===== src/hw/rtl/assert_macros.svh =====
// Assertion macros shared by the RTL of the sampler block.
`ifndef ASSERT_MACROS_SVH
`define ASSERT_MACROS_SVH
`ifndef SYNTHESIS
`define ASSERT_PROP(lbl, clk, rstn, prop) \
	lbl: assert property (@(posedge clk) disable iff (!rstn) prop) else $error("property failed");
`define ASSERT_NEVER(lbl, clk, rstn, cond) \
	lbl: assert property (@(posedge clk) disable iff (!rstn) !(cond)) else $error("forbidden condition");
`else
`define ASSERT_PROP(lbl, clk, rstn, prop)
`define ASSERT_NEVER(lbl, clk, rstn, cond)
`endif
`endif


===== src/hw/rtl/wcts_pkg.sv =====
// Types, constants and helper functions of the weighted count table sampler.
`default_nettype none
package wcts_pkg;
	localparam int NUM_SLOTS   = 16;
	localparam int COUNT_WIDTH = 32;
	localparam int SLOT_W      = $clog2(NUM_SLOTS);
	localparam int WALK_W      = SLOT_W + 1;
	localparam int OP_W        = 3;
	localparam int IDX_W       = 4;
	localparam int IDX_EXT_W   = (SLOT_W > IDX_W) ? SLOT_W : IDX_W;
	localparam int WEIGHT_W    = 32;
	localparam int PROB_W      = 17;
	localparam int RAND_W      = 32;
	localparam int STATUS_W    = 2;
	localparam int CNT_OUT_W   = 32;
	localparam int TOTAL_W     = 36;
	localparam int CHOSEN_W    = 4;
	localparam int SCALE_W     = 16;
	localparam int SUM_W       = COUNT_WIDTH + SLOT_W;
	localparam int ACC_W       = (SUM_W > TOTAL_W) ? SUM_W : TOTAL_W;
	localparam int ADD_W       = 33;
	localparam int NUM_W       = ((COUNT_WIDTH + 16 > TOTAL_W - 1) ?
		(COUNT_WIDTH + 16) : (TOTAL_W - 1)) + 1;
	localparam int REM_W       = TOTAL_W + 1;
	localparam int DIV_CNT_W   = $clog2(PROB_W);
	localparam int PADDR_W     = 3;
	localparam int PDATA_W     = 32;

	localparam logic [COUNT_WIDTH-1:0] COUNT_MAX   = '1;
	localparam logic [TOTAL_W-1:0]     TOTAL_MAX   = '1;
	localparam logic [SCALE_W-1:0]     SCALE_RESET = 16'd1000;
	localparam logic                   REG_SCALE   = 1'b0;

	typedef enum logic [OP_W-1:0] {
		OP_ADD_SLOT   = 3'd0,
		OP_ADD_WEIGHT = 3'd1,
		OP_ADD_ONE    = 3'd2,
		OP_ADD_SCALED = 3'd3,
		OP_DELETE     = 3'd4,
		OP_QUERY      = 3'd5,
		OP_SAMPLE     = 3'd6,
		OP_SET_COUNT  = 3'd7
	} op_t;

	typedef enum logic [STATUS_W-1:0] {
		ST_OK      = 2'd0,
		ST_PRESENT = 2'd1,
		ST_ABSENT  = 2'd2,
		ST_EMPTY   = 2'd3
	} status_t;

	typedef struct packed {
		logic capture;
		logic issue_read;
		logic execute;
		logic walk;
		logic divide;
		logic load_out;
	} ctl_cmd_t;

	typedef struct packed {
		logic need_walk;
		logic need_div;
		logic walk_hit;
		logic walk_end;
		logic div_done;
	} dp_sts_t;

	function automatic logic [COUNT_WIDTH-1:0] sat_count(
		input logic [COUNT_WIDTH-1:0] a,
		input logic [ADD_W-1:0]       b
	);
		logic [ADD_W:0] sum;
		sum = (ADD_W+1)'(a) + (ADD_W+1)'(b);
		return (sum > (ADD_W+1)'(COUNT_MAX)) ? COUNT_MAX : sum[COUNT_WIDTH-1:0];
	endfunction

	function automatic logic [TOTAL_W-1:0] sat_total(input logic [ACC_W-1:0] raw);
		return (raw > ACC_W'(TOTAL_MAX)) ? TOTAL_MAX : raw[TOTAL_W-1:0];
	endfunction

	function automatic logic [COUNT_WIDTH-1:0] clamp_weight(input logic [WEIGHT_W-1:0] w);
		return (w > WEIGHT_W'(COUNT_MAX)) ? COUNT_MAX : w[COUNT_WIDTH-1:0];
	endfunction
endpackage
`default_nettype wire


===== src/hw/rtl/wcts_in_if.sv =====
// Input item channel: operation request with valid/ready.
`default_nettype none
interface wcts_in_if;
	logic                          valid;
	logic                          ready;
	logic [wcts_pkg::OP_W-1:0]     operation;
	logic [wcts_pkg::IDX_W-1:0]    state_index;
	logic [wcts_pkg::WEIGHT_W-1:0] weight;
	logic [wcts_pkg::PROB_W-1:0]   probability_q16;
	logic [wcts_pkg::RAND_W-1:0]   random_value;

	modport source (output valid, operation, state_index, weight, probability_q16,
		random_value, input ready);
	modport sink (input valid, operation, state_index, weight, probability_q16,
		random_value, output ready);
endinterface
`default_nettype wire


===== src/hw/rtl/wcts_out_if.sv =====
// Result channel: status, counts, probability and chosen slot with valid/ready.
`default_nettype none
interface wcts_out_if;
	logic                           valid;
	logic                           ready;
	logic [wcts_pkg::STATUS_W-1:0]  status;
	logic [wcts_pkg::CNT_OUT_W-1:0] slot_count;
	logic [wcts_pkg::TOTAL_W-1:0]   total_count;
	logic [wcts_pkg::PROB_W-1:0]    probability_out;
	logic [wcts_pkg::CHOSEN_W-1:0]  chosen_index;

	modport source (output valid, status, slot_count, total_count, probability_out,
		chosen_index, input ready);
	modport sink (input valid, status, slot_count, total_count, probability_out,
		chosen_index, output ready);
endinterface
`default_nettype wire


===== src/hw/rtl/wcts_regs.sv =====
// APB register block holding the probability weight scale.
`default_nettype none
module wcts_regs (
	input  wire logic                         clk,
	input  wire logic                         arst_n,
	input  wire logic                         psel,
	input  wire logic                         penable,
	input  wire logic                         pwrite,
	input  wire logic [wcts_pkg::PADDR_W-1:0] paddr,
	input  wire logic [wcts_pkg::PDATA_W-1:0] pwdata,
	output logic      [wcts_pkg::PDATA_W-1:0] prdata,
	output logic                              pready,
	output logic      [wcts_pkg::SCALE_W-1:0] weight_scale
);
	logic [wcts_pkg::SCALE_W-1:0] scale_q;
	logic                         reg_sel;

	assign reg_sel = (paddr[2] == wcts_pkg::REG_SCALE);

	always_ff @(posedge clk or negedge arst_n) begin
		if (!arst_n) begin
			scale_q <= wcts_pkg::SCALE_RESET;
		end else if (psel && penable && pwrite && reg_sel) begin
			scale_q <= pwdata[wcts_pkg::SCALE_W-1:0];
		end
	end

	assign prdata       = reg_sel ? wcts_pkg::PDATA_W'(scale_q) : '0;
	assign pready       = 1'b1;
	assign weight_scale = scale_q;
endmodule
`default_nettype wire


===== src/hw/rtl/wcts_ctl.sv =====
// Sequencer of the sampler: steps each item through read, execute, walk or divide.
`default_nettype none
`include "assert_macros.svh"
module wcts_ctl (
	input  wire logic               clk,
	input  wire logic               arst_n,
	input  wire logic               in_valid,
	output logic                    in_ready,
	output logic                    out_valid,
	input  wire logic               out_ready,
	input  wire wcts_pkg::dp_sts_t  sts,
	output wcts_pkg::ctl_cmd_t      cmd
);
	typedef enum logic [5:0] {
		S_IDLE = 6'b000001,
		S_READ = 6'b000010,
		S_EXEC = 6'b000100,
		S_WALK = 6'b001000,
		S_DIV  = 6'b010000,
		S_DONE = 6'b100000
	} state_t;

	state_t state_q, state_nx;
	logic   out_valid_q;

	always_comb begin
		cmd      = '0;
		state_nx = state_q;
		case (state_q)
			S_IDLE: begin
				cmd.capture = in_valid;
				if (in_valid) state_nx = S_READ;
			end
			S_READ: begin
				cmd.issue_read = 1'b1;
				state_nx       = S_EXEC;
			end
			S_EXEC: begin
				cmd.execute = 1'b1;
				if (sts.need_walk) state_nx = S_WALK;
				else if (sts.need_div) state_nx = S_DIV;
				else state_nx = S_DONE;
			end
			S_WALK: begin
				cmd.walk = 1'b1;
				if (sts.walk_hit || sts.walk_end) state_nx = S_DONE;
			end
			S_DIV: begin
				cmd.divide = 1'b1;
				if (sts.div_done) state_nx = S_DONE;
			end
			S_DONE: begin
				if (!out_valid_q || out_ready) begin
					cmd.load_out = 1'b1;
					state_nx     = S_IDLE;
				end
			end
			default: begin
				state_nx = S_IDLE;
			end
		endcase
	end

	always_ff @(posedge clk or negedge arst_n) begin
		if (!arst_n) begin
			state_q     <= S_IDLE;
			out_valid_q <= 1'b0;
		end else begin
			state_q <= state_nx;
			if (cmd.load_out) out_valid_q <= 1'b1;
			else if (out_ready) out_valid_q <= 1'b0;
		end
	end

	assign in_ready  = (state_q == S_IDLE);
	assign out_valid = out_valid_q;

	`ASSERT_PROP(a_accept_reads, clk, arst_n, in_valid && in_ready |=> state_q == S_READ)
	`ASSERT_NEVER(a_no_overwrite, clk, arst_n, cmd.load_out && out_valid_q && !out_ready)
endmodule
`default_nettype wire


===== src/hw/rtl/wcts_dp.sv =====
// Datapath: slot count memory, present bits, total, prefix walk and serial divider.
`default_nettype none
`include "assert_macros.svh"
module wcts_dp (
	input  wire logic                           clk,
	input  wire logic                           arst_n,
	input  wire wcts_pkg::ctl_cmd_t             cmd,
	output wcts_pkg::dp_sts_t                   sts,
	input  wire logic [wcts_pkg::OP_W-1:0]      operation,
	input  wire logic [wcts_pkg::IDX_W-1:0]     state_index,
	input  wire logic [wcts_pkg::WEIGHT_W-1:0]  weight,
	input  wire logic [wcts_pkg::PROB_W-1:0]    probability_q16,
	input  wire logic [wcts_pkg::RAND_W-1:0]    random_value,
	input  wire logic [wcts_pkg::SCALE_W-1:0]   weight_scale,
	output logic      [wcts_pkg::STATUS_W-1:0]  status,
	output logic      [wcts_pkg::CNT_OUT_W-1:0] slot_count,
	output logic      [wcts_pkg::TOTAL_W-1:0]   total_count,
	output logic      [wcts_pkg::PROB_W-1:0]    probability_out,
	output logic      [wcts_pkg::CHOSEN_W-1:0]  chosen_index
);
	// captured item
	wcts_pkg::op_t                         op_q;
	logic [wcts_pkg::IDX_EXT_W-1:0]        idx_q;
	logic [wcts_pkg::COUNT_WIDTH-1:0]      w_q;
	logic [wcts_pkg::PROB_W-1:0]           p_q;
	logic [wcts_pkg::RAND_W-1:0]           draw_q;

	// table state
	logic [wcts_pkg::COUNT_WIDTH-1:0]      cnt_mem [wcts_pkg::NUM_SLOTS];
	logic [wcts_pkg::NUM_SLOTS-1:0]        present_q;
	logic [wcts_pkg::ACC_W-1:0]            raw_q;

	// memory read stage
	logic [wcts_pkg::COUNT_WIDTH-1:0]      rd_data_s1;
	logic [wcts_pkg::SLOT_W-1:0]           rd_idx_s1;
	logic                                  rd_vld_s1;

	logic [63:0]                           prod_q;
	logic [wcts_pkg::TOTAL_W-1:0]          r_q;
	logic [wcts_pkg::WALK_W-1:0]           walk_q;
	logic [wcts_pkg::SUM_W-1:0]            cum_q;
	logic [wcts_pkg::REM_W-1:0]            rem_q;
	logic [wcts_pkg::PROB_W-1:0]           nlo_q;
	logic [wcts_pkg::PROB_W-1:0]           quo_q;
	logic [wcts_pkg::DIV_CNT_W-1:0]        div_cnt_q;

	wcts_pkg::status_t                     res_status_q;
	logic [wcts_pkg::COUNT_WIDTH-1:0]      res_cnt_q;
	logic [wcts_pkg::SLOT_W-1:0]           res_chosen_q;

	logic [wcts_pkg::STATUS_W-1:0]         status_q;
	logic [wcts_pkg::CNT_OUT_W-1:0]        slot_count_q;
	logic [wcts_pkg::TOTAL_W-1:0]          total_q;
	logic [wcts_pkg::PROB_W-1:0]           prob_q;
	logic [wcts_pkg::CHOSEN_W-1:0]         chosen_q;

	// combinational
	logic                                  idx_ok;
	logic [wcts_pkg::SLOT_W-1:0]           slot_a;
	logic                                  here;
	logic [wcts_pkg::TOTAL_W-1:0]          total;
	logic                                  total_zero;
	logic                                  rd_en;
	logic [wcts_pkg::SLOT_W-1:0]           rd_addr;
	logic [31:0]                           mul_a, mul_b;
	logic [33:0]                           sw_sum;
	logic [17:0]                           sw;
	logic [wcts_pkg::TOTAL_W:0]            r_sum;
	logic [wcts_pkg::COUNT_WIDTH-1:0]      new_cnt, old_term, new_term, cnt_x;
	logic                                  mem_we, set_pres, clr_pres;
	wcts_pkg::status_t                     status_x;
	logic [wcts_pkg::ACC_W-1:0]            raw_nx;
	logic [wcts_pkg::NUM_W-1:0]            num;
	logic                                  walk_pres;
	logic [wcts_pkg::SUM_W-1:0]            cum_nx;
	logic [wcts_pkg::REM_W-1:0]            trial, divisor;
	logic                                  ge;
	logic [wcts_pkg::IDX_EXT_W-1:0]        chosen_ext;

	assign idx_ok     = ({1'b0, idx_q} < (wcts_pkg::IDX_EXT_W+1)'(wcts_pkg::NUM_SLOTS));
	assign slot_a     = idx_q[wcts_pkg::SLOT_W-1:0];
	assign here       = idx_ok && present_q[slot_a];
	assign total      = wcts_pkg::sat_total(raw_q);
	assign total_zero = (total == '0);

	assign rd_addr = cmd.walk ? walk_q[wcts_pkg::SLOT_W-1:0] : slot_a;
	assign rd_en   = cmd.issue_read ||
		(cmd.walk && (walk_q < wcts_pkg::WALK_W'(wcts_pkg::NUM_SLOTS)));

	// shared multiplier: p*scale for scaled add, draw*total_low for sampling
	assign mul_a = (op_q == wcts_pkg::OP_SAMPLE) ? draw_q : 32'(p_q);
	assign mul_b = (op_q == wcts_pkg::OP_SAMPLE) ? total[31:0] : 32'(weight_scale);

	assign sw_sum = prod_q[33:0] + 34'd32768;
	assign sw     = sw_sum[33:16];
	assign r_sum  = (wcts_pkg::TOTAL_W+1)'(draw_q) *
			(wcts_pkg::TOTAL_W+1)'(total[wcts_pkg::TOTAL_W-1:32]) +
		(wcts_pkg::TOTAL_W+1)'(prod_q[63:32]);

	always_comb begin
		new_cnt  = '0;
		old_term = '0;
		new_term = '0;
		cnt_x    = '0;
		mem_we   = 1'b0;
		set_pres = 1'b0;
		clr_pres = 1'b0;
		status_x = wcts_pkg::ST_OK;
		if (op_q == wcts_pkg::OP_ADD_SLOT) begin
			if (!idx_ok) begin
				status_x = wcts_pkg::ST_ABSENT;
			end else if (here) begin
				status_x = wcts_pkg::ST_PRESENT;
				cnt_x    = rd_data_s1;
			end else begin
				new_cnt  = w_q;
				new_term = w_q;
				cnt_x    = w_q;
				mem_we   = 1'b1;
				set_pres = 1'b1;
			end
		end else if (op_q == wcts_pkg::OP_SAMPLE) begin
			if (total_zero) status_x = wcts_pkg::ST_EMPTY;
		end else if (!here) begin
			status_x = wcts_pkg::ST_ABSENT;
		end else begin
			case (op_q)
				wcts_pkg::OP_ADD_WEIGHT:
					new_cnt = wcts_pkg::sat_count(rd_data_s1, wcts_pkg::ADD_W'(w_q));
				wcts_pkg::OP_ADD_ONE:
					new_cnt = wcts_pkg::sat_count(rd_data_s1, wcts_pkg::ADD_W'(1));
				wcts_pkg::OP_ADD_SCALED:
					new_cnt = wcts_pkg::sat_count(rd_data_s1, wcts_pkg::ADD_W'(sw));
				wcts_pkg::OP_SET_COUNT:
					new_cnt = w_q;
				default:
					new_cnt = '0;
			endcase
			case (op_q)
				wcts_pkg::OP_QUERY: begin
					cnt_x = rd_data_s1;
					if (total_zero) status_x = wcts_pkg::ST_EMPTY;
				end
				wcts_pkg::OP_DELETE: begin
					mem_we   = 1'b1;
					clr_pres = 1'b1;
					old_term = rd_data_s1;
				end
				default: begin
					mem_we   = 1'b1;
					old_term = rd_data_s1;
					new_term = new_cnt;
					cnt_x    = new_cnt;
				end
			endcase
		end
	end

	assign raw_nx = raw_q - wcts_pkg::ACC_W'(old_term) + wcts_pkg::ACC_W'(new_term);
	assign num    = wcts_pkg::NUM_W'({rd_data_s1, 16'b0}) + wcts_pkg::NUM_W'(total >> 1);

	assign walk_pres = present_q[rd_idx_s1];
	assign cum_nx    = cum_q + (walk_pres ? wcts_pkg::SUM_W'(rd_data_s1) : '0);

	assign divisor = wcts_pkg::REM_W'(total);
	assign trial   = {rem_q[wcts_pkg::TOTAL_W-1:0], nlo_q[wcts_pkg::PROB_W-1]};
	assign ge      = (trial >= divisor);

	always_comb begin
		sts           = '0;
		sts.need_walk = cmd.execute && (op_q == wcts_pkg::OP_SAMPLE) && !total_zero;
		sts.need_div  = cmd.execute && (op_q == wcts_pkg::OP_QUERY) && here && !total_zero;
		sts.walk_hit  = cmd.walk && rd_vld_s1 && walk_pres &&
			(wcts_pkg::ACC_W'(cum_nx) > wcts_pkg::ACC_W'(r_q));
		sts.walk_end  = cmd.walk && rd_vld_s1 &&
			(rd_idx_s1 == wcts_pkg::SLOT_W'(wcts_pkg::NUM_SLOTS - 1));
		sts.div_done  = cmd.divide &&
			(div_cnt_q == wcts_pkg::DIV_CNT_W'(wcts_pkg::PROB_W - 1));
	end

	// count memory
	always_ff @(posedge clk) begin
		if (cmd.execute && mem_we) cnt_mem[slot_a] <= new_cnt;
		if (rd_en) rd_data_s1 <= cnt_mem[rd_addr];
	end

	always_ff @(posedge clk or negedge arst_n) begin
		if (!arst_n) begin
			present_q <= '0;
			raw_q     <= '0;
			rd_vld_s1 <= 1'b0;
		end else begin
			if (cmd.execute) begin
				raw_q     <= raw_nx;
				rd_vld_s1 <= 1'b0;
				if (set_pres) present_q[slot_a] <= 1'b1;
				if (clr_pres) present_q[slot_a] <= 1'b0;
			end else if (cmd.walk) begin
				rd_vld_s1 <= rd_en;
			end
		end
	end

	always_ff @(posedge clk) begin
		if (cmd.capture) begin
			op_q   <= wcts_pkg::op_t'(operation);
			idx_q  <= wcts_pkg::IDX_EXT_W'(state_index);
			w_q    <= wcts_pkg::clamp_weight(weight);
			p_q    <= probability_q16;
			draw_q <= random_value;
		end
		if (cmd.issue_read) prod_q <= 64'(mul_a) * 64'(mul_b);
		if (cmd.execute) begin
			r_q          <= r_sum[wcts_pkg::TOTAL_W-1:0];
			walk_q       <= '0;
			cum_q        <= '0;
			quo_q        <= '0;
			div_cnt_q    <= '0;
			rem_q        <= wcts_pkg::REM_W'(num[wcts_pkg::NUM_W-1:wcts_pkg::PROB_W]);
			nlo_q        <= num[wcts_pkg::PROB_W-1:0];
			res_status_q <= status_x;
			res_cnt_q    <= cnt_x;
			res_chosen_q <= '0;
		end
		if (cmd.walk) begin
			if (rd_en) begin
				walk_q    <= walk_q + 1'b1;
				rd_idx_s1 <= walk_q[wcts_pkg::SLOT_W-1:0];
			end
			if (rd_vld_s1) cum_q <= cum_nx;
			if (sts.walk_hit) begin
				res_chosen_q <= rd_idx_s1;
				res_cnt_q    <= rd_data_s1;
			end
		end
		if (cmd.divide) begin
			rem_q     <= ge ? (trial - divisor) : trial;
			quo_q     <= {quo_q[wcts_pkg::PROB_W-2:0], ge};
			nlo_q     <= {nlo_q[wcts_pkg::PROB_W-2:0], 1'b0};
			div_cnt_q <= div_cnt_q + 1'b1;
		end
		if (cmd.load_out) begin
			status_q     <= res_status_q;
			slot_count_q <= wcts_pkg::CNT_OUT_W'(res_cnt_q);
			total_q      <= total;
			prob_q       <= quo_q;
			chosen_q     <= chosen_ext[wcts_pkg::CHOSEN_W-1:0];
		end
	end

	assign chosen_ext = wcts_pkg::IDX_EXT_W'(res_chosen_q);

	assign status          = status_q;
	assign slot_count      = slot_count_q;
	assign total_count     = total_q;
	assign probability_out = prob_q;
	assign chosen_index    = chosen_q;

	`ASSERT_NEVER(a_walk_finds, clk, arst_n, sts.walk_end && !sts.walk_hit)
	`ASSERT_PROP(a_div_rem_below, clk, arst_n, cmd.divide |-> rem_q < divisor)
endmodule
`default_nettype wire


===== src/hw/rtl/weighted_count_table_sampler_unit.sv =====
// Weighted count table sampler: top level joining registers, sequencer and datapath.
//
// Items arrive on the item channel (valid/ready); each transfer runs one operation
// on a table of 16 slots (add, add weight, add one, add scaled probability, set,
// delete, query, sample) and yields exactly one transfer on the result channel.
// The APB port holds weight_scale at byte address 0; pready is always high.
// Steps from item transfer to result valid:
//   update and add operations, absent slots and zero total: read, execute, done;
//   the next item is taken only after this result is loaded for output;
//   query with nonzero total: read, execute, then a 17-step restoring divider;
//   sample: read, execute, then a prefix walk reading one slot of the count memory
//   per cycle until the chosen slot is found.
// The block takes a new item while a finished result still waits in the output
// register; when the receiver stalls, the next result waits inside until the
// output register frees up, and no further item is taken meanwhile.
// Reset (arst_n low) marks all slots absent, clears the total and the handshakes, and sets
// weight_scale to 1000; no clearing pass is needed.
`default_nettype none
module weighted_count_table_sampler_unit (
	input  wire logic                         clk,
	input  wire logic                         arst_n,
	wcts_in_if.sink                           item,
	wcts_out_if.source                        result,
	input  wire logic                         psel,
	input  wire logic                         penable,
	input  wire logic                         pwrite,
	input  wire logic [wcts_pkg::PADDR_W-1:0] paddr,
	input  wire logic [wcts_pkg::PDATA_W-1:0] pwdata,
	output logic      [wcts_pkg::PDATA_W-1:0] prdata,
	output logic                              pready
);
	wcts_pkg::ctl_cmd_t           cmd;
	wcts_pkg::dp_sts_t            sts;
	logic [wcts_pkg::SCALE_W-1:0] weight_scale;

	wcts_regs u_regs (
		.clk          (clk),
		.arst_n       (arst_n),
		.psel         (psel),
		.penable      (penable),
		.pwrite       (pwrite),
		.paddr        (paddr),
		.pwdata       (pwdata),
		.prdata       (prdata),
		.pready       (pready),
		.weight_scale (weight_scale)
	);

	wcts_ctl u_ctl (
		.clk       (clk),
		.arst_n    (arst_n),
		.in_valid  (item.valid),
		.in_ready  (item.ready),
		.out_valid (result.valid),
		.out_ready (result.ready),
		.sts       (sts),
		.cmd       (cmd)
	);

	wcts_dp u_dp (
		.clk             (clk),
		.arst_n          (arst_n),
		.cmd             (cmd),
		.sts             (sts),
		.operation       (item.operation),
		.state_index     (item.state_index),
		.weight          (item.weight),
		.probability_q16 (item.probability_q16),
		.random_value    (item.random_value),
		.weight_scale    (weight_scale),
		.status          (result.status),
		.slot_count      (result.slot_count),
		.total_count     (result.total_count),
		.probability_out (result.probability_out),
		.chosen_index    (result.chosen_index)
	);
endmodule
`default_nettype wire

===== src/flat_wrapper.sv =====
// flat-port wrapper written by rule: the top's interface ports become plain ports
module weighted_count_table_sampler_unit_flat 
  (clk, arst_n, psel, penable, pwrite, paddr, pwdata, prdata, pready, item_valid, item_operation, item_state_index, item_weight, item_probability_q16, item_random_value, item_ready, result_valid, result_status, result_slot_count, result_total_count, result_probability_out, result_chosen_index, result_ready);
  wcts_in_if item_i ();
  wcts_out_if result_i ();
  input  wire logic clk;
  input  wire logic arst_n;
  input  wire logic psel;
  input  wire logic penable;
  input  wire logic pwrite;
  input  wire logic [wcts_pkg::PADDR_W-1:0] paddr;
  input  wire logic [wcts_pkg::PDATA_W-1:0] pwdata;
  output logic      [wcts_pkg::PDATA_W-1:0] prdata;
  output logic pready;
  input wire logic [$bits(item_i.valid)-1:0] item_valid;
  input wire logic [$bits(item_i.operation)-1:0] item_operation;
  input wire logic [$bits(item_i.state_index)-1:0] item_state_index;
  input wire logic [$bits(item_i.weight)-1:0] item_weight;
  input wire logic [$bits(item_i.probability_q16)-1:0] item_probability_q16;
  input wire logic [$bits(item_i.random_value)-1:0] item_random_value;
  output wire logic [$bits(item_i.ready)-1:0] item_ready;
  output wire logic [$bits(result_i.valid)-1:0] result_valid;
  output wire logic [$bits(result_i.status)-1:0] result_status;
  output wire logic [$bits(result_i.slot_count)-1:0] result_slot_count;
  output wire logic [$bits(result_i.total_count)-1:0] result_total_count;
  output wire logic [$bits(result_i.probability_out)-1:0] result_probability_out;
  output wire logic [$bits(result_i.chosen_index)-1:0] result_chosen_index;
  input wire logic [$bits(result_i.ready)-1:0] result_ready;
  assign item_i.valid = item_valid;
  assign item_i.operation = item_operation;
  assign item_i.state_index = item_state_index;
  assign item_i.weight = item_weight;
  assign item_i.probability_q16 = item_probability_q16;
  assign item_i.random_value = item_random_value;
  assign item_ready = item_i.ready;
  assign result_valid = result_i.valid;
  assign result_status = result_i.status;
  assign result_slot_count = result_i.slot_count;
  assign result_total_count = result_i.total_count;
  assign result_probability_out = result_i.probability_out;
  assign result_chosen_index = result_i.chosen_index;
  assign result_i.ready = result_ready;
  weighted_count_table_sampler_unit u_core (.clk(clk), .arst_n(arst_n), .item(item_i), .result(result_i), .psel(psel), .penable(penable), .pwrite(pwrite), .paddr(paddr), .pwdata(pwdata), .prdata(prdata), .pready(pready));
endmodule

===== config.mk =====
export PLATFORM = sky130hd
export DESIGN_NAME = weighted_count_table_sampler_unit_flat
export DESIGN_NICKNAME = d
export VERILOG_FILES = /design/src/hw/rtl/wcts_pkg.sv /design/src/hw/rtl/wcts_in_if.sv /design/src/hw/rtl/wcts_out_if.sv /design/src/hw/rtl/wcts_regs.sv /design/src/hw/rtl/wcts_ctl.sv /design/src/hw/rtl/wcts_dp.sv /design/src/hw/rtl/weighted_count_table_sampler_unit.sv /design/src/flat_wrapper.sv
export VERILOG_INCLUDE_DIRS = /design/src /design/src/hw/rtl
export SDC_FILE = /design/constraint.sdc
export NUM_CORES = 2
export LEC_CHECK = 0
export BUFFER_PORTS_ARGS = -buffer_cell sky130_fd_sc_hd__buf_4
export CAP_MARGIN = 20
export CORE_MARGIN = 5
export CORE_UTILIZATION = 45
export DETAILED_ROUTE_END_ITERATION = 16
export PLACE_DENSITY = 0.57
export SLEW_MARGIN = 20
export SYNTH_ARGS = -nofsm -noshare
export SYNTH_HDL_FRONTEND = slang
export SYNTH_SLANG_ARGS = --single-unit

===== constraint.sdc =====
create_clock -name clk -period 27.4 [get_ports clk]
set_input_delay 6.85 -clock clk [delete_from_list [all_inputs] [get_ports clk]]
set_output_delay 6.85 -clock clk [all_outputs]
set_load 0.02 [all_outputs]

Word-level counts from Yosys, hierarchy flattened. Memories as Yosys holds them, arrays and structs flattened. A register that Yosys moved wholly into a read port is not among the register bits. Index checks and enable logic that the tools add are counted.

$add $sub $neg: 12. Multipliers: 2. $lt $le $gt $ge: 11. Equality and inequality tests: 19. Multiplexer cells: 93. Bitwise gates (word level): 4. Reductions and logical operators: 29.

Operators by type and width (number): $mux 32 (25); $mux 36 (7); $pmux 32 s4 (1); $add 36x32->36 (3); $gt 33x32->1 const B (3); $mux 17 (4); $mul 32x32->64 (1); $mux 16 (4); $pmux 32 s2 (1); $add 48x35->49 (1); $ge 37x36->1 (1); $gt 36x36->1 (1); $gt 36x36->1 const B (1); $logic_not 36->1 (1); $mul 32x4->36 (1); $mux 6 (6); $pmux 6 s6 (1); $sub 36x32->36 (1); $sub 36x36->36 (1); $add 34x16->34 const B (1); $add 32x1->33 const B (1); $add 32x18->33 (1); $add 32x32->33 (1); $gt 32x32->1 const B (1); other kinds (35) (101).

Flip-flop bits (word level): 513. Memory bits (writable): 512. Input port bits: 130. Output and inout bits: 126. Word-level logic and storage cells: 200. Memories: 1.

Memories: u_core.u_dp.cnt_mem (words 16, width 32, rd ports 1, clocked after memory_dff 1, wr ports 1, RTL line wcts_dp.sv:29) `logic [wcts_pkg::COUNT_WIDTH-1:0] cnt_mem [wcts_pkg::NUM_SLOTS];`.

Longest topological paths before layout.
Depth in word-level cells: 12. Mapped depth: 35.

Hierarchy. Synthesis repeated with hierarchy kept, for this count alone.

Cell total of the unflattened synthesis: 8846. Area total of the unflattened synthesis: 91391.4 sq um.

Modules (own cells, without submodules): wcts_dp (instances 1, cells an instance 8726, area each 90013.8 sq um, sequential area each 29553.3 sq um); wcts_regs (instances 1, cells an instance 70, area each 907.1 sq um, sequential area each 407.9 sq um); wcts_ctl (instances 1, cells an instance 50, area each 470.5 sq um, sequential area each 176.4 sq um).

Worst setup path after synthesis. OpenSTA, ideal clock, no wires.

Path kind: input to output. Start: input port paddr[2] (netlist bit). End: output port prdata[10] (netlist bit). Arrival: 7.363 ns. Required time: 20.550 ns. Slack: 13.187 ns. Stages on the path: 2. Cell sequence: clkbuf_1 nor2b_1.

Longest elaborated chain between the ends: 1.

Ends and longest elaborated chain: start: declaration (RTL line flat_wrapper.sv:11) `input wire logic [wcts_pkg::PADDR_W-1:0] paddr;`; $mux 16 (RTL line wcts_regs.sv:28) `assign prdata = reg_sel ? wcts_pkg::PDATA_W'(scale_q) : '0;`; end: declaration (RTL line flat_wrapper.sv:13) `output logic [wcts_pkg::PDATA_W-1:0] prdata;`.

No other way between the ends.

Worst setup path in the final report.
Start: input port paddr[2] (netlist bit). End: output port prdata[1] (netlist bit).

The elaborated chain is that of the path after synthesis.

==> flow_summary.yaml <==
outcome:
  status: "finished clean"
final_layout:
  multi_input_gate_area_in_the_final_layout_sq_um: 54400
  areaGrowthSynthToFinish_pct: 9.49
  number_of_inserted_filler_cells_in_the_final_layout: 18600
  post_layout_nonfiller_instances: 11700
  layout-drive-gt1-share_pct: 9.65
  sequential_cell_area_sq_um: 30100
  nNetsFinal: 10600
timing:
  worst_slew_pin_slew_ns: 1.22
  worst_slew_slack_as_a_fraction_of_its_limit_pct: 17.6
  setup-tns-final_ns: 0
  setup_viol_count_final: 0
  finClkSkew_ns: 0.0830
  rsz0062_at_grt: "no"
  hold_violations: 0
  drv_slew: 0
  fmax_ghz: 0.0707
  min_period_over_period_pct: 51.6
  final_period_demand_of_the_worst_path_ns: 14.15
clocking:
  cts_setup_buffers: 0
  cts.clk_slew.worst_paths_ns: 0.06
  ctsResizeCount: 0
  cts.htree.levels: 3
  tritoncts.num_buffers: 117
  root_buffer_selected_by_cts: "sky130_fd_sc_hd__clkbuf_16"
  tritoncts_num_sinks: 1042
  cts_tree: "built"
  cts_buffer_depth: 3
  cts.hold.buffers_added: 0
  clk_latency_ns: 0.83
floorplan:
  design.die.area_sq_um: 213000
  core_area_sq_um: 202000
  core.rowCount: 165
  fp.dieW_um: 461
  initial_core_util_pct: 45.2
  num_io_pins: 256
  die_h_um: 461
synth:
  most_frequent_cell_after_synthesis: "sky130_fd_sc_hd__inv_1"
  synth_cells: 8930
  synth_common_cells: "sky130_fd_sc_hd__inv_1 (1,351), sky130_fd_sc_hd__nand2_1 (1,317), sky130_fd_sc_hd__fa_1 (1,023)"
  synthDistinctLibCells: 100
  mappedNetlistArea_sq_um: 91500
  post_synthesis_sequential_element_count: 1042
  synth_enable_flop_cells: 888
  cell_type_with_the_highest_aggregate_area_in_the_netlist: "sky130_fd_sc_hd__edfxtp_1"
  netlist.area_leader.share_pct: 29.1
  post_synth.cell_area_avg_sq_um: 10.2
  post_synth_arst_share_pct: 7.29
  ys.flop_type: "sky130_fd_sc_hd__edfxtp_1"
  netlist_top_cells_area: "sky130_fd_sc_hd__edfxtp_1 (29%), sky130_fd_sc_hd__fa_1 (22%), sky130_fd_sc_hd__ha_1 (7.1%)"
  yosys_warnings: 0
  ys_seq_area_share_pct: 32.9
worst_setup_path:
  worst-endpoint-required_ns: 20.55
  startpoint_type: "input pin"
  critical_path_sink_type: "output pin"
  critPathKind: "in2out"
  worst_ep_arrival_time_ns: 7.30
  crit_path_max_fanout: 17
job:
  max-cap-violations: 0
grt:
  grt_pass1_vias: 68700
  grt_first_pass_wirelength_mm: 435
  grt_max_degree: 117
  total_gr_overflow: 0
  global_route.usage.total_pct: 27.3
  antenna_found_initial: 11
detailed_routing:
  first_pass_iters: 6
  final_antenna_net_count: 0
  drt-wirelength-per-cell_um: 24.7
  vias: 66900
  drcViolationCount: 0
  routed_wirelength_mm: 289
  drtIter0Drc: 6253
  via_cell_ratio: 5.71
worst_hold_path:
  timing.hold.worst.class: "reg2reg"
placement:
  placedCellCount: 11500
  place.gp.congestion: 0.939
  place.detailed.hpwl_mm: 212
  buffer_ports.inserted: 220
==> logic make-up after synthesis <==
| group | synth area share [%] |
|---|---|
| AND/OR/NAND/NOR | 13.1 |
| adder cells (fa/ha/maj) | 29.5 |
| AO/OA/AOI/OAI | 9.57 |
| buffers and inverters | 7.97 |
| multiplexers | 4.19 |
| flip-flops | 32.9 |
| XOR/XNOR | 2.74 |
| other | 0.00821 |
==> sequential cells by signal (all words and copies together), names as in the netlist, 5 cells and up <==
name,count
u_core.u_dp.nlo_q,17
u_core.u_dp.slot_count,32
u_core.u_dp.walk_q,5
u_core.u_dp.raw_q,36
u_core.u_dp.quo_q,17
u_core.u_dp.present_q,16
u_core.u_dp.rd_data_s1,32
u_core.u_dp.rem_q,36
u_core.u_dp.div_cnt_q,5
u_core.u_dp.cum_q,36
u_core.u_dp.prod_q,49
u_core.u_dp.total_count,36
u_core.u_dp.cnt_mem,512
u_core.u_dp.probability_out,17
u_core.u_dp.res_cnt_q,32
u_core.u_dp.draw_q,32
u_core.u_dp.p_q,17
u_core.u_dp.r_q,36
u_core.u_dp.w_q,32
u_core.u_ctl.state_q,6
u_core.u_regs.weight_scale,16
==> per-layer routing <==
| metal | GRT usage [%] | share of wire, % | up-vias |
|---|---|---|---|
| met1 | 37.9 | 42 | 34100 |
| met5 | 0 | 0.013 | - |
| met4 | 11.6 | 5.1 | 6 |
| li1 | - | - | 29700 |
| met3 | 4.70 | 7.7 | 541 |
| met2 | 42.6 | 45 | 2599 |
==> metrics by stage <==
stage | instance area (sq um) | utilization (%) | worst slack, ns | hold WS [ns]
2_1_floorplan | 91600 | - | 13.19 | 0.400
3_3_place_gp | 96100 | 47.5 | 13.27 | 0.407
3_5_place_dp | 96100 | 47.5 | 13.23 | 0.412
4_1_cts | 100000 | 49.5 | 13.23 | 0.404
5_1_grt | 100000 | 49.5 | 13.19 | 0.422
6_report | 100000 | 49.5 | 13.25 | 0.414
==> critical path, stage by stage <==
cell and delay (ns):
sky130_fd_sc_hd__buf_4 0.17, sky130_fd_sc_hd__nor2b_1 0.13, sky130_fd_sc_hd__buf_4 0.15
==> placed cells by master (no fill, tap or decap), drive strengths merged, types with 35 or more instances in the layout <==
master | Yosys | layout
mux2i | 50 | 50
dfrtp | 69 | 69
o21ai | 359 | 359
ha | 522 | 522
and2 | 233 | 233
buf | 87 | 415
clkinv | 1 | 48
edfxtp | 888 | 888
o21a | 53 | 53
nand4 | 65 | 65
nand2 | 1317 | 1317
dfxtp | 78 | 78
and3 | 237 | 237
nand2b | 38 | 38
inv | 1351 | 1362
a21oi | 364 | 364
a21o | 161 | 161
xnor2 | 179 | 179
o21bai | 35 | 35
a31oi | 70 | 70
nor2b | 48 | 48
mux4 | 138 | 138
clkbuf | 462 | 148
fa | 1023 | 1023
a211oi | 81 | 81
xor2 | 107 | 107
nor3 | 50 | 50
nand3 | 148 | 148
nor2 | 310 | 310
==> cell type report <==
class / instances / area share [%]
diodes: 10 / 0.0250
clock buffers: 148 / 3.13
clock inverters: 75 / 0.955
inverters: 1352 / 5.07
multi-input cells: 6002 / 54.3
flip-flops and latches: 1042 / 30.1
well taps: 2672 / 3.34
repair buffers: 415 / 3.13
==> path summary, 6_finish.rpt <==
path,from,end,slack [ns],cells after the start
min in group asynchronous,arst_n,u_core.u_regs.weight_scale[11],5.98,1
hold reg to reg,u_core.u_dp.chosen_ext[1],u_core.u_dp.chosen_index[1],0.41,0
max in group asynchronous,arst_n,u_core.u_dp.raw_q[17],20.11,2
setup / recovery,paddr[2],prdata[1],13.25,3
setup reg to reg,u_core.u_dp.op_q[0],u_core.u_dp.prod_q[57],16.12,32
hold / removal,u_core.u_dp.chosen_ext[1],u_core.u_dp.chosen_index[1],0.41,0
Power is left out: the tool's default activity adds up to more than one toggle a clock period on the data nets, which glitch-free logic cannot reach.
